**src/c_subset_lexer_top_assert.svh**
```systemverilog
// Assertion macros shared by the lexer modules.
// Each macro expects signals clk and rst_n in the scope where it is used.
`ifndef C_SUBSET_LEXER_TOP_ASSERT_SVH
`define C_SUBSET_LEXER_TOP_ASSERT_SVH

// A condition that holds at every clock edge outside reset.
`define CLX_ASSERT_ALWAYS(name, cond, msg) \
    name: assert property (@(posedge clk) disable iff (!rst_n) (cond)) \
        else $error(msg);

// A condition that implies another in the same cycle.
`define CLX_ASSERT_IMPLIES(name, ante, cons, msg) \
    name: assert property (@(posedge clk) disable iff (!rst_n) (ante) |-> (cons)) \
        else $error(msg);

// A condition that implies another in the next cycle.
`define CLX_ASSERT_NEXT(name, ante, cons, msg) \
    name: assert property (@(posedge clk) disable iff (!rst_n) (ante) |=> (cons)) \
        else $error(msg);

`endif

```
**src/clx_pkg.sv**
```systemverilog
// Shared types and constants for the C-subset lexer.
// No dependencies; the front, queue, back and top modules import this package.
package clx_pkg;

    // Lexer modes.
    typedef enum logic [3:0] {
        M_IDLE  = 4'd0,
        M_WORD  = 4'd1,
        M_OPER  = 4'd2,
        M_CHR   = 4'd3,
        M_STR   = 4'd4,
        M_SLASH = 4'd5,
        M_BOPEN = 4'd6,
        M_BBODY = 4'd7,
        M_BSTAR = 4'd8,
        M_LINE  = 4'd9
    } mode_t;

    // Token kinds.
    localparam logic [2:0] K_WORD   = 3'd0;
    localparam logic [2:0] K_OPER   = 3'd1;
    localparam logic [2:0] K_CHR    = 3'd2;
    localparam logic [2:0] K_STR    = 3'd3;
    localparam logic [2:0] K_SINGLE = 3'd4;

    // Width of the line count carried in each result.
    localparam int LINE_OUT_W = 16;

    // Queue between front and back.
    localparam int QDEPTH = 4;
    localparam int QPTR_W = $clog2(QDEPTH);
    localparam int QCNT_W = $clog2(QDEPTH + 1);

    // One result word without its line count.
    typedef struct packed {
        logic [7:0] data;
        logic       start;
        logic [2:0] kind;
        logic       stream_end;
        logic       unterm;
    } result_t;

    // All results of one input word: one or two, sharing one line count.
    typedef struct packed {
        result_t                 first;
        result_t                 second;
        logic                    two;
        logic [LINE_OUT_W-1:0]   lines;
    } entry_t;

    // Queue status seen by the front and back.
    typedef struct packed {
        logic full;
        logic empty;
    } q_stat_t;

endpackage

```
**src/clx_if.sv**
```systemverilog
// Valid/ready channel interfaces for the lexer input and output words.
// No dependencies.
interface clx_in_if;
    logic       valid;
    logic       ready;
    logic [7:0] in_byte;
    logic       end_of_input;

    modport source (output valid, output in_byte, output end_of_input, input ready);
    modport sink (input valid, input in_byte, input end_of_input, output ready);
endinterface

interface clx_out_if;
    logic        valid;
    logic        ready;
    logic [7:0]  out_byte;
    logic        token_start;
    logic [2:0]  token_kind;
    logic        stream_end;
    logic        unterminated;
    logic [15:0] line_count;

    modport source (output valid, output out_byte, output token_start, output token_kind,
                    output stream_end, output unterminated, output line_count, input ready);
    modport sink (input valid, input out_byte, input token_start, input token_kind,
                  input stream_end, input unterminated, input line_count, output ready);
endinterface

```
**src/clx_front.sv**
```systemverilog
// Front end of the lexer: accepts bytes, runs the mode machine and the
// line counter, and builds one queue entry of up to two results per byte.
// Depends on clx_pkg, clx_if and the assertion macro header.
`include "c_subset_lexer_top_assert.svh"

module clx_front #(
    parameter int LINE_BITS = 16
) (
    input  logic            clk,
    input  logic            rst_n,
    clx_in_if.sink          in_ch,
    input  clx_pkg::q_stat_t qstat,
    output clx_pkg::entry_t ent,
    output logic            push
);
    import clx_pkg::*;

    localparam logic [7:0] CH_TAB    = 8'd9;
    localparam logic [7:0] CH_NL     = 8'd10;
    localparam logic [7:0] CH_CR     = 8'd13;
    localparam logic [7:0] CH_SPACE  = 8'd32;
    localparam logic [7:0] CH_DQUOTE = 8'd34;
    localparam logic [7:0] CH_DOLLAR = 8'd36;
    localparam logic [7:0] CH_QUOTE  = 8'd39;
    localparam logic [7:0] CH_STAR   = 8'd42;
    localparam logic [7:0] CH_SLASH  = 8'd47;
    localparam logic [7:0] CH_UNDER  = 8'd95;
    localparam logic [LINE_BITS-1:0] LINE_MAX = {LINE_BITS{1'b1}};

    function automatic logic is_space(input logic [7:0] c);
        return c == CH_SPACE || c == CH_TAB || c == CH_NL || c == CH_CR;
    endfunction

    function automatic logic is_word(input logic [7:0] c);
        return (c >= "a" && c <= "z") || (c >= "A" && c <= "Z") ||
               (c >= "0" && c <= "9") || c == CH_UNDER || c == CH_DOLLAR;
    endfunction

    function automatic logic is_oper(input logic [7:0] c);
        return c == "<" || c == "=" || c == ">" || c == "|" ||
               c == "&" || c == "!" || c == "+" || c == "-";
    endfunction

    // A byte handled between tokens gives a result unless it is blank or a slash.
    function automatic logic free_emits(input logic [7:0] c);
        return !is_space(c) && c != CH_SLASH;
    endfunction

    function automatic result_t free_res(input logic [7:0] c, input mode_t m);
        result_t r;
        r.data       = c;
        r.stream_end = 1'b0;
        r.unterm     = 1'b0;
        if (is_word(c))
        begin
            r.start = (m != M_WORD);
            r.kind  = K_WORD;
        end
        else if (is_oper(c))
        begin
            r.start = (m != M_OPER);
            r.kind  = K_OPER;
        end
        else if (c == CH_QUOTE)
        begin
            r.start = 1'b1;
            r.kind  = K_CHR;
        end
        else if (c == CH_DQUOTE)
        begin
            r.start = 1'b1;
            r.kind  = K_STR;
        end
        else
        begin
            r.start = 1'b1;
            r.kind  = K_SINGLE;
        end
        return r;
    endfunction

    function automatic mode_t free_mode(input logic [7:0] c);
        mode_t m;
        if (is_word(c))
            m = M_WORD;
        else if (is_oper(c))
            m = M_OPER;
        else if (c == CH_QUOTE)
            m = M_CHR;
        else if (c == CH_DQUOTE)
            m = M_STR;
        else if (c == CH_SLASH)
            m = M_SLASH;
        else
            m = M_IDLE;
        return m;
    endfunction

    mode_t                mode_reg, mode_next;
    logic [LINE_BITS-1:0] lines_reg, lines_next;
    logic                 accept;
    logic [7:0]           c;
    logic                 eoi;
    logic [1:0]           n_res;
    result_t              slash_res;
    result_t              end_res;

    assign c         = in_ch.in_byte;
    assign eoi       = in_ch.end_of_input;
    assign in_ch.ready = !qstat.full;
    assign accept    = in_ch.valid && in_ch.ready;

    assign slash_res = '{data: CH_SLASH, start: 1'b1, kind: K_SINGLE,
                         stream_end: 1'b0, unterm: 1'b0};
    assign end_res   = '{data: 8'd0, start: 1'b0, kind: K_WORD, stream_end: 1'b1,
                         unterm: (mode_reg == M_CHR || mode_reg == M_STR ||
                                  mode_reg == M_BOPEN || mode_reg == M_BBODY ||
                                  mode_reg == M_BSTAR || mode_reg == M_LINE)};

    // Next mode.
    always_comb
    begin
        mode_next = mode_reg;
        if (eoi)
            mode_next = M_IDLE;
        else
        begin
            unique case (mode_reg)
                M_CHR:   mode_next = (c == CH_QUOTE) ? M_IDLE : M_CHR;
                M_STR:   mode_next = (c == CH_DQUOTE) ? M_IDLE : M_STR;
                M_SLASH:
                begin
                    if (c == CH_STAR)
                        mode_next = M_BOPEN;
                    else if (c == CH_SLASH)
                        mode_next = M_LINE;
                    else
                        mode_next = free_mode(c);
                end
                M_BOPEN, M_BSTAR:
                begin
                    if (c == CH_SLASH)
                        mode_next = M_IDLE;
                    else if (c == CH_STAR)
                        mode_next = M_BSTAR;
                    else
                        mode_next = M_BBODY;
                end
                M_BBODY: mode_next = (c == CH_STAR) ? M_BSTAR : M_BBODY;
                M_LINE:  mode_next = (c == CH_NL) ? M_IDLE : M_LINE;
                default: mode_next = free_mode(c);
            endcase
        end
    end

    // Results of the current byte.
    always_comb
    begin
        ent.first  = slash_res;
        ent.second = end_res;
        n_res      = 2'd0;
        if (eoi)
        begin
            if (mode_reg == M_SLASH)
                n_res = 2'd2;
            else
            begin
                ent.first = end_res;
                n_res     = 2'd1;
            end
        end
        else
        begin
            unique case (mode_reg)
                M_CHR, M_STR:
                begin
                    ent.first = '{data: c, start: 1'b0,
                                  kind: (mode_reg == M_CHR) ? K_CHR : K_STR,
                                  stream_end: 1'b0, unterm: 1'b0};
                    n_res = 2'd1;
                end
                M_SLASH:
                begin
                    // A slash not opening a comment goes out first, then the byte unless it is blank.
                    if (c != CH_STAR && c != CH_SLASH)
                    begin
                        ent.second = free_res(c, M_IDLE);
                        n_res      = free_emits(c) ? 2'd2 : 2'd1;
                    end
                end
                M_BOPEN, M_BSTAR, M_BBODY, M_LINE:
                    n_res = 2'd0;
                default:
                begin
                    ent.first = free_res(c, mode_reg);
                    n_res     = free_emits(c) ? 2'd1 : 2'd0;
                end
            endcase
        end
        ent.two   = (n_res == 2'd2);
        ent.lines = LINE_OUT_W'(lines_reg);
    end

    assign push = accept && (n_res != 2'd0);

    // Line feeds count everywhere but inside literals, saturating at the top.
    always_comb
    begin
        lines_next = lines_reg;
        if (!eoi && c == CH_NL && mode_reg != M_CHR && mode_reg != M_STR &&
            lines_reg != LINE_MAX)
            lines_next = lines_reg + 1'b1;
    end

    always_ff @(posedge clk or negedge rst_n)
    begin
        if (!rst_n)
        begin
            mode_reg  <= M_IDLE;
            lines_reg <= '0;
        end
        else if (accept)
        begin
            mode_reg  <= mode_next;
            lines_reg <= lines_next;
        end
    end

    `CLX_ASSERT_NEXT(a_lines_monotonic, 1'b1, lines_reg >= $past(lines_reg), "line count went down")

endmodule

```
**src/clx_queue.sv**
```systemverilog
// Short queue of result entries between the lexer front and back.
// Depends on clx_pkg and the assertion macro header.
`include "c_subset_lexer_top_assert.svh"

module clx_queue (
    input  logic             clk,
    input  logic             rst_n,
    input  logic             push,
    input  clx_pkg::entry_t  push_ent,
    input  logic             pop,
    output clx_pkg::entry_t  head,
    output clx_pkg::q_stat_t qstat
);
    import clx_pkg::*;

    entry_t              store_reg [QDEPTH];
    logic [QPTR_W-1:0]   wptr_reg, rptr_reg;
    logic [QCNT_W-1:0]   count_reg, count_next;

    assign head        = store_reg[rptr_reg];
    assign qstat.full  = (count_reg == QCNT_W'(QDEPTH));
    assign qstat.empty = (count_reg == '0);

    // Occupancy follows pushes and pops.
    always_comb
    begin
        count_next = count_reg;
        if (push && !pop)
            count_next = count_reg + 1'b1;
        else if (pop && !push)
            count_next = count_reg - 1'b1;
    end

    always_ff @(posedge clk or negedge rst_n)
    begin
        if (!rst_n)
        begin
            wptr_reg  <= '0;
            rptr_reg  <= '0;
            count_reg <= '0;
        end
        else
        begin
            if (push)
                wptr_reg <= wptr_reg + 1'b1;
            if (pop)
                rptr_reg <= rptr_reg + 1'b1;
            count_reg <= count_next;
        end
    end

    // Entry storage.
    always_ff @(posedge clk)
    begin
        if (push)
            store_reg[wptr_reg] <= push_ent;
    end

    `CLX_ASSERT_IMPLIES(a_no_push_full, qstat.full, !push, "push into full queue")
    `CLX_ASSERT_IMPLIES(a_no_pop_empty, qstat.empty, !pop, "pop from empty queue")
    `CLX_ASSERT_ALWAYS(a_ptr_gap, QPTR_W'(wptr_reg - rptr_reg) == QPTR_W'(count_reg), "pointers and count disagree")

endmodule

```
**src/clx_back.sv**
```systemverilog
// Back end of the lexer: takes entries from the queue and sends their
// results one word per cycle, while out_ch.ready holds, through an output register.
// Depends on clx_pkg, clx_if and the assertion macro header.
`include "c_subset_lexer_top_assert.svh"

module clx_back (
    input  logic             clk,
    input  logic             rst_n,
    input  clx_pkg::entry_t  head,
    input  clx_pkg::q_stat_t qstat,
    output logic             pop,
    clx_out_if.source        out_ch
);
    import clx_pkg::*;

    result_t               out_reg;
    logic [LINE_OUT_W-1:0] lines_reg;
    logic                  valid_reg, valid_next;
    logic                  half_reg, half_next;
    logic                  load;

    // The output register may refill whenever it is empty or being taken.
    assign load = !valid_reg || out_ch.ready;

    always_comb
    begin
        valid_next = valid_reg;
        half_next  = half_reg;
        pop        = 1'b0;
        if (load)
        begin
            valid_next = !qstat.empty;
            if (!qstat.empty)
            begin
                if (head.two && !half_reg)
                    half_next = 1'b1;
                else
                begin
                    half_next = 1'b0;
                    pop       = 1'b1;
                end
            end
        end
    end

    always_ff @(posedge clk or negedge rst_n)
    begin
        if (!rst_n)
        begin
            valid_reg <= 1'b0;
            half_reg  <= 1'b0;
        end
        else
        begin
            valid_reg <= valid_next;
            half_reg  <= half_next;
        end
    end

    // Payload of the output word.
    always_ff @(posedge clk)
    begin
        if (load && !qstat.empty)
        begin
            out_reg   <= half_reg ? head.second : head.first;
            lines_reg <= head.lines;
        end
    end

    assign out_ch.valid        = valid_reg;
    assign out_ch.out_byte     = out_reg.data;
    assign out_ch.token_start  = out_reg.start;
    assign out_ch.token_kind   = out_reg.kind;
    assign out_ch.stream_end   = out_reg.stream_end;
    assign out_ch.unterminated = out_reg.unterm;
    assign out_ch.line_count   = lines_reg;

    `CLX_ASSERT_IMPLIES(a_half_has_entry, half_reg, !qstat.empty && head.two, "second half without a two-result entry")

endmodule

```
**src/c_subset_lexer_top.sv**
```systemverilog
// Top level of the C-subset lexer: front end, result queue and back end.
// Depends on clx_pkg, clx_if, clx_front, clx_queue and clx_back.
//
//  channel   dir  handshake      word contents
//  in_ch     in   valid / ready  in_byte, end_of_input
//  out_ch    out  valid / ready  out_byte, token_start, token_kind,
//                                stream_end, unterminated, line_count
//
// One input byte is taken per cycle, stalling only when the queue is full;
// it goes through the queue and the output register to out_ch. A byte that
// gives two results (a byte or the end marker after a held slash) fills the
// single output register twice; the queue of four entries absorbs that.
// Reset is asynchronous, active low: mode idle, line count zero, queue empty.
// in_ch.ready depends only on queue occupancy, not on out_ch.ready.
module c_subset_lexer_top #(
    parameter int LINE_BITS = 16
) (
    input  logic      clk,
    input  logic      rst_n,
    clx_in_if.sink    in_ch,
    clx_out_if.source out_ch
);
    import clx_pkg::*;

    entry_t  push_ent;
    entry_t  head;
    q_stat_t qstat;
    logic    push;
    logic    pop;

    clx_front #(
        .LINE_BITS(LINE_BITS)
    ) u_front (
        .clk   (clk),
        .rst_n (rst_n),
        .in_ch (in_ch),
        .qstat (qstat),
        .ent   (push_ent),
        .push  (push)
    );

    clx_queue u_queue (
        .clk      (clk),
        .rst_n    (rst_n),
        .push     (push),
        .push_ent (push_ent),
        .pop      (pop),
        .head     (head),
        .qstat    (qstat)
    );

    clx_back u_back (
        .clk    (clk),
        .rst_n  (rst_n),
        .head   (head),
        .qstat  (qstat),
        .pop    (pop),
        .out_ch (out_ch)
    );

endmodule
```
**src/flat_wrapper.sv**
```systemverilog
// flat-port wrapper written by rule: the top's interface ports become plain ports
module c_subset_lexer_top_flat import clx_pkg::*;
#(
    parameter int LINE_BITS = 16
)
  (clk, rst_n, in_ch_valid, in_ch_in_byte, in_ch_end_of_input, in_ch_ready, out_ch_valid, out_ch_out_byte, out_ch_token_start, out_ch_token_kind, out_ch_stream_end, out_ch_unterminated, out_ch_line_count, out_ch_ready);
  clx_in_if in_ch_i ();
  clx_out_if out_ch_i ();
  input  logic clk;
  input  logic rst_n;
  input wire logic [$bits(in_ch_i.valid)-1:0] in_ch_valid;
  input wire logic [$bits(in_ch_i.in_byte)-1:0] in_ch_in_byte;
  input wire logic [$bits(in_ch_i.end_of_input)-1:0] in_ch_end_of_input;
  output wire logic [$bits(in_ch_i.ready)-1:0] in_ch_ready;
  output wire logic [$bits(out_ch_i.valid)-1:0] out_ch_valid;
  output wire logic [$bits(out_ch_i.out_byte)-1:0] out_ch_out_byte;
  output wire logic [$bits(out_ch_i.token_start)-1:0] out_ch_token_start;
  output wire logic [$bits(out_ch_i.token_kind)-1:0] out_ch_token_kind;
  output wire logic [$bits(out_ch_i.stream_end)-1:0] out_ch_stream_end;
  output wire logic [$bits(out_ch_i.unterminated)-1:0] out_ch_unterminated;
  output wire logic [$bits(out_ch_i.line_count)-1:0] out_ch_line_count;
  input wire logic [$bits(out_ch_i.ready)-1:0] out_ch_ready;
  assign in_ch_i.valid = in_ch_valid;
  assign in_ch_i.in_byte = in_ch_in_byte;
  assign in_ch_i.end_of_input = in_ch_end_of_input;
  assign in_ch_ready = in_ch_i.ready;
  assign out_ch_valid = out_ch_i.valid;
  assign out_ch_out_byte = out_ch_i.out_byte;
  assign out_ch_token_start = out_ch_i.token_start;
  assign out_ch_token_kind = out_ch_i.token_kind;
  assign out_ch_stream_end = out_ch_i.stream_end;
  assign out_ch_unterminated = out_ch_i.unterminated;
  assign out_ch_line_count = out_ch_i.line_count;
  assign out_ch_i.ready = out_ch_ready;
  c_subset_lexer_top #(.LINE_BITS(LINE_BITS)) u_core (.clk(clk), .rst_n(rst_n), .in_ch(in_ch_i), .out_ch(out_ch_i));
endmodule
```
**config.mk**
```make
export PLATFORM = sky130hd
export DESIGN_NAME = c_subset_lexer_top_flat
export DESIGN_NICKNAME = d
export VERILOG_FILES = /design/src/clx_pkg.sv /design/src/clx_if.sv /design/src/clx_front.sv /design/src/clx_queue.sv /design/src/clx_back.sv /design/src/c_subset_lexer_top.sv /design/src/flat_wrapper.sv
export VERILOG_INCLUDE_DIRS = /design/src /design/src/src
export SDC_FILE = /design/constraint.sdc
export NUM_CORES = 1
export LEC_CHECK = 0
export BUFFER_PORTS_ARGS = -buffer_cell sky130_fd_sc_hd__buf_4
export CAP_MARGIN = 20
export CORE_MARGIN = 2
export CORE_UTILIZATION = 61
export DETAILED_ROUTE_END_ITERATION = 8
export GPL_TIMING_DRIVEN = 0
export PLACE_DENSITY = 0.89
export REMOVE_ABC_BUFFERS = 1
export SETUP_SLACK_MARGIN = 0.05
export SYNTH_ARGS = -nofsm -noshare
export SYNTH_HDL_FRONTEND = slang
export SYNTH_HIERARCHICAL = 1
export SYNTH_SLANG_ARGS = --single-unit
```
**constraint.sdc**
```tcl
create_clock -name clk -period 3.68 [get_ports clk]
set_clock_uncertainty 0.1 [all_clocks]
set_input_delay 0.736 -clock clk [delete_from_list [all_inputs] [get_ports clk]]
set_output_delay 0.736 -clock clk [all_outputs]
set_load 0.05 [all_outputs]
```
==> results of run 1 <==
routing by layer:
layer	track usage, %	vias up	wire length (µm)
met5	0	-	0
met4	7.587	0	539
met3	3.180	55	1429
met2	41.74	268	10760
met1	33.32	2782	8099
li1	-	2369	-
path summary, 6_finish.rpt:
check | startpoint | end | slack (ns) | cells after the start
min in group clk | out_ch_ready | u_core/u_back/out_ch.valid$_DFFE_PN0P_ | 0.38 | 2
max reg2reg | u_core/u_front/mode_reg[1]$_DFFE_PN0P_ | u_core/u_queue/count_reg[1]$_DFFE_PN0P_ | 0.27 | 8
max in group asynchronous | rst_n | u_core/u_queue/rptr_reg[0]$_DFFE_PN0P_ | 3.11 | 1
min | rst_n | u_core/u_back/out_ch.valid$_DFFE_PN0P_ | 0.05 | 1
max | u_core/u_front/mode_reg[1]$_DFFE_PN0P_ | u_core/u_queue/count_reg[1]$_DFFE_PN0P_ | 0.27 | 8
min reg2reg | u_core/u_queue/count_reg[2]$_DFFE_PN0P_ | u_core/u_queue/count_reg[2]$_DFFE_PN0P_ | 0.42 | 1
placed cells by master (no fill, tap or decap), drive strengths merged, types with 4 or more instances in the layout:
cell    netlist  routed
nor3b         6       6
clkinv        0       9
nor3         15      15
nor2b         4       4
and2         15      15
nor2         33      33
nand2b        8       8
clkbuf       16      26
mux2         17      17
edfxtp      210     210
dfrtp        29      29
nand2        24      24
and4          4       4
inv          14      16
xnor2        10      10
buf          15      51
nand4         8       8
a31oi         5       5
mux4         45      45
xor2         12      12
a21oi         8       8
nand3b        4       4
o21ai        13      13
or2           4       4
nand3         8       8
ha            6       6
per-stage QoR:
step                      util (%)  setup slack [ns]  std cells
after floorplan                  -           -0.4030        552
after global placement       65.33            -1.246        812
after detailed placement     66.41            0.1048        819
after CTS                    70.98            0.1104        859
after global routing         71.07            0.1236        859
final                        71.07            0.2675        859
kinds of logic after synthesis:
family	after synthesis	synth area share [%]
AOI/OAI and AO/OA	54	3.690
xor gates and xnor gates	22	1.913
adders and majority gates	8	1.044
buffers and inverters	45	2.684
DFF	239	69.82
muxes	62	12.30
and+or+nand+nor	153	8.548
timing repair:
action,in CTS,in global routing
endpoints found under the hold margin,0,0
gates resized for setup,0,4
endpoints found under the setup margin,0,139
critical path, stage by stage, from the launching register on:
cell and delay, ns:
dfrtp_1 0.54, or3b_2 0.61, o21ai_1 0.52, nand2b_1 0.24
a31oi_2 0.20, ha_1 0.32, inv_1 0.08, fa_1 0.41
mux2_2 0.27
area by class of cell:
type / instances / area share [%]
repair buffers: 51 / 4.269
multi-input cells: 299 / 24.58
well taps: 216 / 2.376
inverters: 14 / 0.4621
clock buffers: 26 / 5.160
flip-flops and latches: 239 / 61.89
clock inverters: 14 / 1.265
power by group through the flow:
stage | sequential, µW | combinational (µW) | clock, µW
2_1_floorplan | 4570 | 1200 | 0
3_3_place_gp | 4190 | 2250 | 0
3_5_place_dp | 3990 | 2610 | 0
4_1_cts | 3960 | 2650 | 2320
5_1_grt | 4010 | 2780 | 2420
6_report | 3960 | 2620 | 2290
==> flow_summary.ini, run 1 <==
[global_routing]
grt_use_total_pct = 24.42
grt_pass1_wl_mm = 32.93
grt_max_degree = 40
grt_overflow = 0
grt_pass1_vias = 5775
antenna_found_initial = 0

[cts]
clockBufferDepth = 3
clk-insertion-delay-late_ns = 0.50
tritoncts = yes
cts_hold_buf = 0
cts.sinks = 239
cts-root-buf = clkbuf_16
clk_pin_slew_worst_paths_ns = 0.06
cts-buffers-inserted = 23
post_cts.repair.setup_buffers = 0
h-tree-depth = 1

[floorplan]
core_mm2 = 0.01600
ios = 45
die-height_um = 132.5
initial_core_util_pct = 62.94
fp-row-count = 46
dieArea_mm2 = 0.01755
fp.dieW_um = 132.5

[status]
status = finished, final reports clean

[logic_synthesis]
yosys-top-cells-area = edfxtp_1 63%, mux4_2 10%, dfrtp_1 7.2%
syn_inst = 583
synthTopCellsByCount = 210 x edfxtp_1, 45 x mux4_2, 30 x nor2_1
synth_area_mm2 = 0.01007
avgSynthCellArea_um2 = 17.27
synth.distinct_cells = 66
async_reset_ff_share_pct = 12.13
yosysTopAreaCell = edfxtp_1
ys_seq_area_share_pct = 69.82
ys_ff_latch = 239
synth-edff-count = 210
yosysMostFrequentCell = edfxtp_1
yosys_warnings = 6
ys_dominant_reg_cell = edfxtp_1
synthDominantCellAreaShare_pct = 62.62

[routing]
wl_per_cell_um = 24.24
vias_per_cell = 6.373
drc_errors = 0
ant_nets = 0
drt-initial-drc-count = 523
route.vias.total = 5474
drt_pass1_iterations = 5
drt_wl_total_mm = 20.83

[timing]
relSlewSlack_pct = 29.77
period_share_pct = 92.73
slew_violations = 0
final-setup-viol-count = 0
setup-tns-final_ns = 0
hold_violations = 0
holdWs_ns = 0.05317
fmax_mhz = 293.0
tightestPinTransition_ns = 1.054
rsz0062_at_grt = false
min_period_ns = 3.413

[placed_design]
dp_hpwl_mm = 12.30
portBuffers = 44
dpl-instance-area_mm2 = 0.01063
gp_congestion = 0.9098

[power]
design_power_total_uw = 8863
internal_power_uw = 6116
p_leak_uw = 0.003965
clockPowerShare_pct = 25.8
combPwrFrac_pct = 29.6
p_sw_uw = 2748
seqPwrFrac_pct = 44.6
switching_share_pct = 31.00
powerDensity_mw_per_mm2 = 779.4
irDropWorstVdd_v = 0.0004072

[run]
drv_cap = 0

[hold_path]
min_path_type = in -> async

[finish]
nets = 648
regArea_mm2 = 0.007038
antenna_cells = 0
drive_gt1_share_pct = 26.28
fillCellCount = 978
stdcell_area_mm2 = 0.01137
area_delta_synth_final_pct = 12.92
multi_input_area_mm2 = 0.002795
largest_register_ffs = 180

[critical_path]
arrival_ns = 3.70
cp.required_ns = 3.97
critPathCaptureType = register
cp_max_fo = 15
cp-start-kind = register
crit_type = reg -> reg
No activity file was read; power rests on OpenSTA's default activity.
==> inputs of run 2 (changes only) <==
--- a/config.mk
+++ b/config.mk
@@ -6,13 +6,14 @@
 export SDC_FILE = /design/constraint.sdc
 export NUM_CORES = 1
 export LEC_CHECK = 0
+export ABC_AREA = 1
 export BUFFER_PORTS_ARGS = -buffer_cell sky130_fd_sc_hd__buf_4
 export CAP_MARGIN = 20
 export CORE_MARGIN = 2
-export CORE_UTILIZATION = 61
+export CORE_UTILIZATION = 62
 export DETAILED_ROUTE_END_ITERATION = 8
 export GPL_TIMING_DRIVEN = 0
-export PLACE_DENSITY = 0.89
+export PLACE_DENSITY = 0.9
 export REMOVE_ABC_BUFFERS = 1
 export SETUP_SLACK_MARGIN = 0.05
 export SYNTH_ARGS = -nofsm -noshare
==> constraint.sdc (replaced) <==
create_clock -name clk -period 3.35 [get_ports clk]
set_clock_uncertainty 0.1 [all_clocks]
set_input_delay 0.67 -clock clk [delete_from_list [all_inputs] [get_ports clk]]
set_output_delay 0.67 -clock clk [all_outputs]
set_load 0.05 [all_outputs]
==> run 2 against run 1 <==
  * Non-clock buffer count rose by 3
  * Hold slack improved by 0.31 ns
  * Register-to-register slack improved by 0.05 ns
  * Area after synthesis rose by 8.0%
  * Critical endpoint is now u_core/u_queue/count_reg[2]$_DFFE_PN0P_
==> flow_summary.ini, run 2 <==
[logic_synthesis]
yosys.area_share.xor_xnor_pct = 1.185
yosys_warnings = 6
yosys-top-cells-area = edfxtp_1 58%, nand2_1 9.6%, dfrtp_1 6.7%
synth_top_family_by_area = simple AND/OR/NAND/NOR gates
async_reset_ff_share_pct = 12.13
yosysTopAreaCell = edfxtp_1
synthTopCellsByCount = 279 x nand2_1, 210 x edfxtp_1, 181 x inv_1
avgSynthCellArea_um2 = 10.75
ys_ff_latch = 239
syn_inst = 1011
synth.distinct_cells = 38
ys_dominant_reg_cell = edfxtp_1
synth_mux_area_share_pct = 0
synth_compound_area_share_pct = 8.688
synth_area_mm2 = 0.01087
synth-edff-count = 210
synthAdderAreaFrac_pct = 0.8746
ys_seq_area_share_pct = 64.67
yosys.area_share.simple_pct = 15.06
synthDominantCellAreaShare_pct = 58.00
yosysMostFrequentCell = nand2_1

[cts]
post_cts_resized = 0
cts.sinks = 239
clk_pin_slew_worst_paths_ns = 0.06
h-tree-depth = 1
clk-insertion-delay-late_ns = 0.50
tritoncts = yes
cts-buffers-inserted = 22
post_cts.repair.setup_buffers = 0
cts_hold_buf = 1
cts-root-buf = clkbuf_16
clockBufferDepth = 3

[placed_design]
dpl_worst_slack_ns = 0.1619
gp_congestion = 0.9455
dp_hpwl_mm = 12.66
portBuffers = 44
dpl.cell_count = 1252
dpl-instance-area_mm2 = 0.01133

[timing]
relSlewSlack_pct = 56.87
finalWorstSetupSlack_ns = 0.3204
rsz0062_at_grt = false
fmax_mhz = 330.1
min_period_ns = 3.030
final-setup-viol-count = 0
hold_violations = 0
tightestPinTransition_ns = 0.6462
slew_violations = 0
setup-tns-final_ns = 0
period_share_pct = 90.44

[global_routing]
grt_pass1_vias = 6966
antenna_found_initial = 0
grt_use_total_pct = 23.48
grt_pass1_wl_mm = 33.93
grt_max_degree = 71
grt_overflow = 0

[hold_path]
min_path_type = in -> reg

[floorplan]
dieArea_mm2 = 0.01861
core_mm2 = 0.01724
die-height_um = 136.4
fp.dieW_um = 136.4
fp-row-count = 48
initial_core_util_pct = 63.08
ios = 45

[routing]
route.vias.total = 7243
wl_per_cell_um = 16.45
drc_errors = 0
drt_wl_total_mm = 21.26
ant_nets = 0
drt_pass1_iterations = 5
drt-initial-drc-count = 812
vias_per_cell = 5.602

[finish]
final_common_cell = nand2_1
drive_gt1_share_pct = 10.67
area_delta_synth_final_pct = 10.52
nets = 1073
stdcell_area_mm2 = 0.01202
layout_common_cells = 279 x nand2_1, 210 x edfxtp_1, 177 x inv_1
largest_register_ffs = 180
antenna_cells = 0
instances_no_fill = 1293
fillCellCount = 1054

[status]
status = finished, final reports clean

[power]
p_leak_uw = 0.005153
design_power_total_uw = 9983
irDropWorstVdd_v = 0.0005574
powerDensity_mw_per_mm2 = 830.8

[critical_path]
cp-start-kind = register
cp.required_ns = 3.64
cp_max_fo = 46
critPathCaptureType = register
arrival_ns = 3.32
crit_type = reg -> reg
r2r_slack_ns = 0.32

[run]
drv_cap = 0
-- run 2: kinds of logic after synthesis --
| logic type | count (synthesis) |
|---|---|
| xor gates and xnor gates | 13 |
| adders and majority gates | 7 |
| buffers and inverters | 222 |
| and+or+nand+nor | 392 |
| DFF | 239 |
| AOI/OAI and AO/OA | 138 |
-- run 2: metrics by stage --
stage,utilization (%),hold WS [ns]
floorplan,-,0.2744
CTS,69.56,0.3509
detailed placement,65.74,0.4213
global placement,64.70,0.3926
global route,69.72,0.3912
finish,69.72,0.3638
-- run 2: power by group --
part | internal [µW] | switching [µW]
combinational | 1050 | 2370
clock | 1250 | 988
sequential | 4010 | 323
total | 6310 | 3680
-- run 2: worst max-delay path, stage by stage, from the launching register on --
cell      delay (ns)
dfrtp_2         0.57
buf_12          0.26
inv_4           0.48
o211ai_1        0.18
nand2_1         0.10
inv_1           0.07
nor2_4          0.08
nor2_1          0.08
inv_1           0.06
ha_1            0.16
inv_1           0.07
fa_1            0.38
nand2_1         0.12
nand3_1         0.08
nand2_1         0.06
nand2_1         0.05
-- run 2: path summary, 6_finish.rpt --
kind                                                          from                                       to  depth (start not counted)
setup / recovery            u_core/u_queue/rptr_reg[1]$_DFFE_PN0P_  u_core/u_queue/count_reg[2]$_DFFE_PN0P_                         15
hold / removal                                        out_ch_ready   u_core/u_back/out_ch.valid$_DFFE_PN0P_                          4
setup reg to reg            u_core/u_queue/rptr_reg[1]$_DFFE_PN0P_  u_core/u_queue/count_reg[2]$_DFFE_PN0P_                         15
hold reg to reg            u_core/u_queue/count_reg[2]$_DFFE_PN0P_  u_core/u_queue/count_reg[2]$_DFFE_PN0P_                          2
max in group asynchronous                                    rst_n   u_core/u_queue/rptr_reg[0]$_DFFE_PN0P_                          2
min in group asynchronous                                    rst_n   u_core/u_front/mode_reg[3]$_DFFE_PN0P_                          2
-- run 2: layer usage --
metal,vias to the layer above,global-route usage [%],routed length [µm]
met1,3422,29.89,8277
met4,0,8.854,508
met2,331,40.56,10790
li1,3439,-,-
met3,51,3.990,1692
met5,-,0,0
-- run 2: layout make-up --
cell class | count | area (µm²) | area share [%]
Sequential cell | 239 | 7037 | 58.56
Multi-Input combinational cell | 550 | 2806 | 23.35
Inverter | 186 | 701.9 | 5.841
Clock buffer | 27 | 590.6 | 4.915
Timing Repair Buffer | 54 | 543.0 | 4.519
Tap cell | 225 | 281.5 | 2.343
Clock inverter | 12 | 56.30 | 0.4686
